===== config.mk =====
export PLATFORM = sky130hd
export DESIGN_NAME = obvwap_book
export DESIGN_NICKNAME = d
export VERILOG_FILES = /design/src/sv/orderbook_vwap_arbitrage_scan_assert.svh /design/src/sv/obvwap_pkg.sv /design/src/sv/obvwap_book.sv
export SDC_FILE = /design/constraint.sdc
export NUM_CORES = 2
export LEC_CHECK = 0
export BUFFER_PORTS_ARGS = -buffer_cell sky130_fd_sc_hd__buf_2
export CAP_MARGIN = 5
export CELL_PAD_IN_SITES_DETAIL_PLACEMENT = 1
export CELL_PAD_IN_SITES_GLOBAL_PLACEMENT = 1
export CORE_MARGIN = 2
export CORE_UTILIZATION = 48
export CTS_CLUSTER_SIZE = 24
export DETAILED_ROUTE_END_ITERATION = 10
export GPL_TIMING_DRIVEN = 0
export PLACE_DENSITY = 0.7
export SLEW_MARGIN = 30
export SYNTH_ARGS = -nofsm -noshare
export SYNTH_HDL_FRONTEND = slang
export SYNTH_MEMORY_MAX_BITS = 65536
export SYNTH_SLANG_ARGS = --single-unit

===== constraint.sdc =====
create_clock -name i_clk -period 9.5 [get_ports i_clk]
set_input_delay 0.95 -clock i_clk [delete_from_list [all_inputs] [get_ports i_clk]]
set_output_delay 0.95 -clock i_clk [all_outputs]
set_load 0.01 [all_outputs]

===== src/sv/orderbook_vwap_arbitrage_scan_assert.svh =====
// ----------------------------------------------------------------------------
// Scanner assertion macros
// Short forms for the concurrent checks at the end of the top level.
// ----------------------------------------------------------------------------
`ifndef ORDERBOOK_VWAP_ARBITRAGE_SCAN_ASSERT_SVH
`define ORDERBOOK_VWAP_ARBITRAGE_SCAN_ASSERT_SVH

// same-cycle implication, checked out of reset
`define OVS_ASSERT_NOW(label, clk, rst_n, ante, cons) \
    label: assert property (@(posedge clk) disable iff (!rst_n) (ante) |-> (cons)) \
        else $error("scan check failed");

// next-cycle implication, checked out of reset
`define OVS_ASSERT_NEXT(label, clk, rst_n, ante, cons) \
    label: assert property (@(posedge clk) disable iff (!rst_n) (ante) |=> (cons)) \
        else $error("scan check failed");

`endif


===== src/sv/obvwap_pkg.sv =====
`timescale 1ns / 1ps
// ----------------------------------------------------------------------------
// obvwap_pkg
// Widths, codes and the shared arithmetic unit's request/response types.
// ----------------------------------------------------------------------------
package obvwap_pkg;

    localparam int QW = 40;         // quantity
    localparam int PW = 32;         // price / vwap
    localparam int CW = 77;         // cumulative cost, room for 32 levels
    localparam int AW = 136;        // unit accumulator, holds net * qty * vwap
    localparam int RW = 76;         // min_profit * scale
    localparam int CFW = 48;        // config data

    localparam logic [63:0] SCALE = 64'd100000000;

    localparam logic [7:0] NB_SCALE = 8'd27;
    localparam logic [7:0] NB_QTY   = 8'd40;
    localparam logic [7:0] NB_PRICE = 8'd32;
    localparam logic [7:0] NB_COST  = 8'd77;
    localparam logic [7:0] NB_GROSS = 8'd59;

    localparam logic [1:0] OP_WRITE = 2'd0;
    localparam logic [1:0] OP_DEPTH = 2'd1;
    localparam logic [1:0] OP_EVAL  = 2'd2;

    localparam logic [2:0] CFG_ENABLE = 3'd0;
    localparam logic [2:0] CFG_MAXQ   = 3'd1;
    localparam logic [2:0] CFG_MINP   = 3'd2;
    localparam logic [2:0] CFG_FEE0   = 3'd3;
    localparam logic [2:0] CFG_FEE1   = 3'd4;
    localparam logic [2:0] CFG_FEE2   = 3'd5;
    localparam logic [2:0] CFG_FEE3   = 3'd6;

    typedef struct packed {
        logic          start;
        logic          is_div;
        logic [7:0]    nbits;
        logic [AW-1:0] a;       // multiplicand or dividend
        logic [63:0]   b;       // multiplier or divisor
    } t_alu_req;

    typedef struct packed {
        logic          done;
        logic [AW-1:0] acc;     // product
        logic [63:0]   q;       // quotient
        logic          rem_nz;
    } t_alu_rsp;

endpackage


===== src/sv/obvwap_book.sv =====
`timescale 1ns / 1ps
// ----------------------------------------------------------------------------
// obvwap_book
// Level store: price and quantity per entry, registered read, valid bits.
// ----------------------------------------------------------------------------
module obvwap_book #(
    parameter int DEPTH = 64,
    parameter int MAW   = 6
) (
    input  logic                     i_clk,
    input  logic                     i_rst_n,
    input  logic                     i_wr_en,
    input  logic [MAW-1:0]           i_wr_addr,
    input  logic [obvwap_pkg::PW-1:0] i_wr_price,
    input  logic [obvwap_pkg::QW-1:0] i_wr_qty,
    input  logic                     i_rd_en,
    input  logic [MAW-1:0]           i_rd_addr,
    output logic [obvwap_pkg::PW-1:0] o_rd_price,
    output logic [obvwap_pkg::QW-1:0] o_rd_qty
);
    import obvwap_pkg::*;

    logic [PW+QW-1:0] mem [DEPTH];
    logic [DEPTH-1:0] r_vld;
    logic [PW+QW-1:0] r_rd;
    logic             r_rd_vld;

    always_ff @(posedge i_clk) begin
        if (i_wr_en) begin
            mem[i_wr_addr] <= {i_wr_price, i_wr_qty};
        end
        if (i_rd_en) begin
            r_rd <= mem[i_rd_addr];
        end
    end

    always_ff @(posedge i_clk) begin
        if (!i_rst_n) begin
            r_vld    <= '0;
            r_rd_vld <= 1'b0;
        end else begin
            if (i_wr_en) begin
                r_vld[i_wr_addr] <= 1'b1;
            end
            if (i_rd_en) begin
                r_rd_vld <= r_vld[i_rd_addr];
            end
        end
    end

    // never-written entries read as zero
    assign o_rd_price = r_rd_vld ? r_rd[PW+QW-1:QW] : '0;
    assign o_rd_qty   = r_rd_vld ? r_rd[QW-1:0] : '0;

endmodule


==> flow_summary.toml <==
[power]
p_leak_uw = 0.06593
p_switching_uw = 9241
seq_power_share_pct = 53.7
sw_frac_of_total_pct = 21.35
internal_power_uw = 34040
power_density_nw_per_um2 = 205.1
ir_drop_v = 0.0001810
clkPwrFrac_pct = 41.2
pwr-share-comb_pct = 5.1

[synth]
ys.warnings.count = 0
synth_top_area_cell = "edfxtp_1"
yosysUniqueCellTypes = 31
async_flop_share_pct = 0
ys.flop_type = "edfxtp_1"
syn_inst = 6899
synth_fp_nets = 6987
synth_edf_count = 4680
avgSynthCellArea_um2 = 25.98
ys_seq_area_share_pct = 79.13
syn-cell-area_um2 = 179200
synth_top_area_share_pct = 78.41
synthTopCellsByArea = "edfxtp_1, mux4_2, dfxtp_1, clkbuf_1, o21a_1"
synth_seq_cells = 4745

[final_layout]
nets = 7992
area_delta_synth_final_pct = 17.73
layout_common_cells = "edfxtp_1, mux4_2, clkbuf_16"
drive_gt1_share_pct = 36.18
n_fill_cell = 30156
stdcell_area_um2 = 211000
layout_commonest_cell = "edfxtp_1"
utilization_pct = 56.74
instances_no_fill = 13307

[setup_path]
start_kind = "input pin"
worstSetupPathType = "input pin to flop"
arrival_ps = 4830
end_kind = "flop"
path_max_fanout = 15
critical_path_required_ps = 10210

[placed_design]
placed_area_um2 = 196200
gp_congestion = 0.7658
io_buffers = 153
dp_hpwl_mm = 344.6
place_inst = 12414

[timing]
max_slew_margin_pct = 23.28
fin_crit_sh_pct = 43.38
worst_pin_slew_ps = 1151
rsz0062_at_grt = "false"
final-hold-violation-count = 0
fmax_mhz = 242.6
report.final.setup_viol = 0
finalMaxSlewViolations = 0
period_needed_ps = 4121
fin_skew_ps = 35.58

[clock_tree]
root_buffer = "clkbuf_16"
h-tree-depth = 5
cts_hold_buf = 0
cts.sinks = 4745
cts_resized = 0
cts_tree = "yes"
insertion_delay_ps = 1010
cts_setup_buffers = 0
clockBufferDepth = 4
cts_buffers = 458
clk_pin_slew_worst_paths_ps = 60

[floorplanning]
io_pins = 160
die_height_um = 615.1
num_rows = 224
die_w_um = 615.1
die-area_um2 = 378300
start_util_pct = 48.19
coreArea_um2 = 371900

[drt]
dr.first_iter.drc_count = 11833
firstDrtPassIters = 6
wirelength_mm = 507.7
drt-wirelength-per-cell_um = 38.15
drc = 0
final_antenna_net_count = 0
dr_total_vias = 84544
avgViaCountPerCell = 6.353

[global_route]
grt_max_degree = 65
first_global_vias = 88566
overflow = 0
grtUsageTotal_pct = 26.79
antenna_found_initial = 41
grt_pass1_wl_mm = 707.9

[run]
maxCapViolations = 0

[outcome]
outcome = "completed"

[worst_hold_path]
hp-class = "input pin to flop"
[metrics by stage]
stage                     power, µW  TNS [ps]  setup slack [ps]  hold slack (ps)
after floorplan               24790         0              2541            435.2
after global placement        25700  -2450580             -5481            441.2
final                         43280         0              5379            350.0
after detailed placement      25870         0              4483            452.1
after global routing          44220         0              5436            358.2
after CTS                     43440         0              5356            276.5
[power groups by stage]
| stage | combinational (µW) | clock (µW) | sequential [µW] |
|---|---|---|---|
| finish | 2220 | 17800 | 23200 |
| global route | 2310 | 18700 | 23200 |
| floorplan | 1130 | 0 | 23700 |
| global placement | 2010 | 0 | 23700 |
| detailed placement | 2190 | 0 | 23700 |
| CTS | 2210 | 18000 | 23200 |
[worst paths after layout]
kind                           from                      to  slack, ps  cells after the start
max                    i_rd_addr[0]      r_rd[40]$_DFFE_PP_       5380                      7
min reg2reg  r_vld[56]$_SDFFE_PN0P_  r_vld[56]$_SDFFE_PN0P_        470                      1
max reg2reg    mem[5][23]$_DFFE_PP_      r_rd[23]$_DFFE_PP_       7010                      3
min                         i_rst_n   r_rd_vld$_SDFFE_PN0P_        350                      3
[kinds of logic after synthesis]
| logic type | synth area share [%] |
|---|---|
| AND/OR/NAND/NOR | 0.5285 |
| multiplexers | 19.20 |
| buffers and inverters | 0.8154 |
| flip-flops | 79.13 |
| AO/OA/AOI/OAI | 0.3253 |
[registers in the layout (all words and copies together), names as in the netlist]
register / cells
r_vld: 64
r_rd: 72
mem: 4608
r_rd_vld: 1
[per-layer routing]
layer / GRT usage, % / share of wire, %
met1: 35.36 / 36
met2: 44.64 / 50
met3: 4.977 / 9.3
met4: 10.18 / 4.1
met5: 0 / 0.0081
[worst max-delay path: stages]
cell	delay [ps]
buf_2	250
buf_6	380
buf_2	840
buf_2	570
mux4_2	610
mux4_2	590
mux4_2	560
[Yosys cell counts, types with 2 or more instances]
library cell,count
a22o_1,2
nor2b_1,7
and3_1,2
buf_1,81
mux4_2,1524
mux2_2,2
nand2_1,5
edfxtp_1,4680
nor2_1,63
buf_2,70
or2_2,2
mux2i_1,6
dfxtp_1,65
a21oi_1,4
and2_1,72
and3b_1,3
nand2b_1,7
o31ai_1,2
nand4_1,3
nand3_1,10
nor3_1,4
o311ai_0,2
o21a_1,64
clkbuf_1,212
[cell type report]
class	count	area (µm²)	share of cell area, %
Antenna cell	52	130.1	0.06167
Sequential cell	4745	141800	67.21
Timing Repair Buffer	545	10300	4.880
Clock buffer	586	12190	5.776
Tap cell	4972	6221	2.948
Multi-Input combinational cell	1790	36410	17.25
Buffer	364	1690	0.8011
Clock inverter	253	2247	1.065
(Power assumes the default switching activity.)
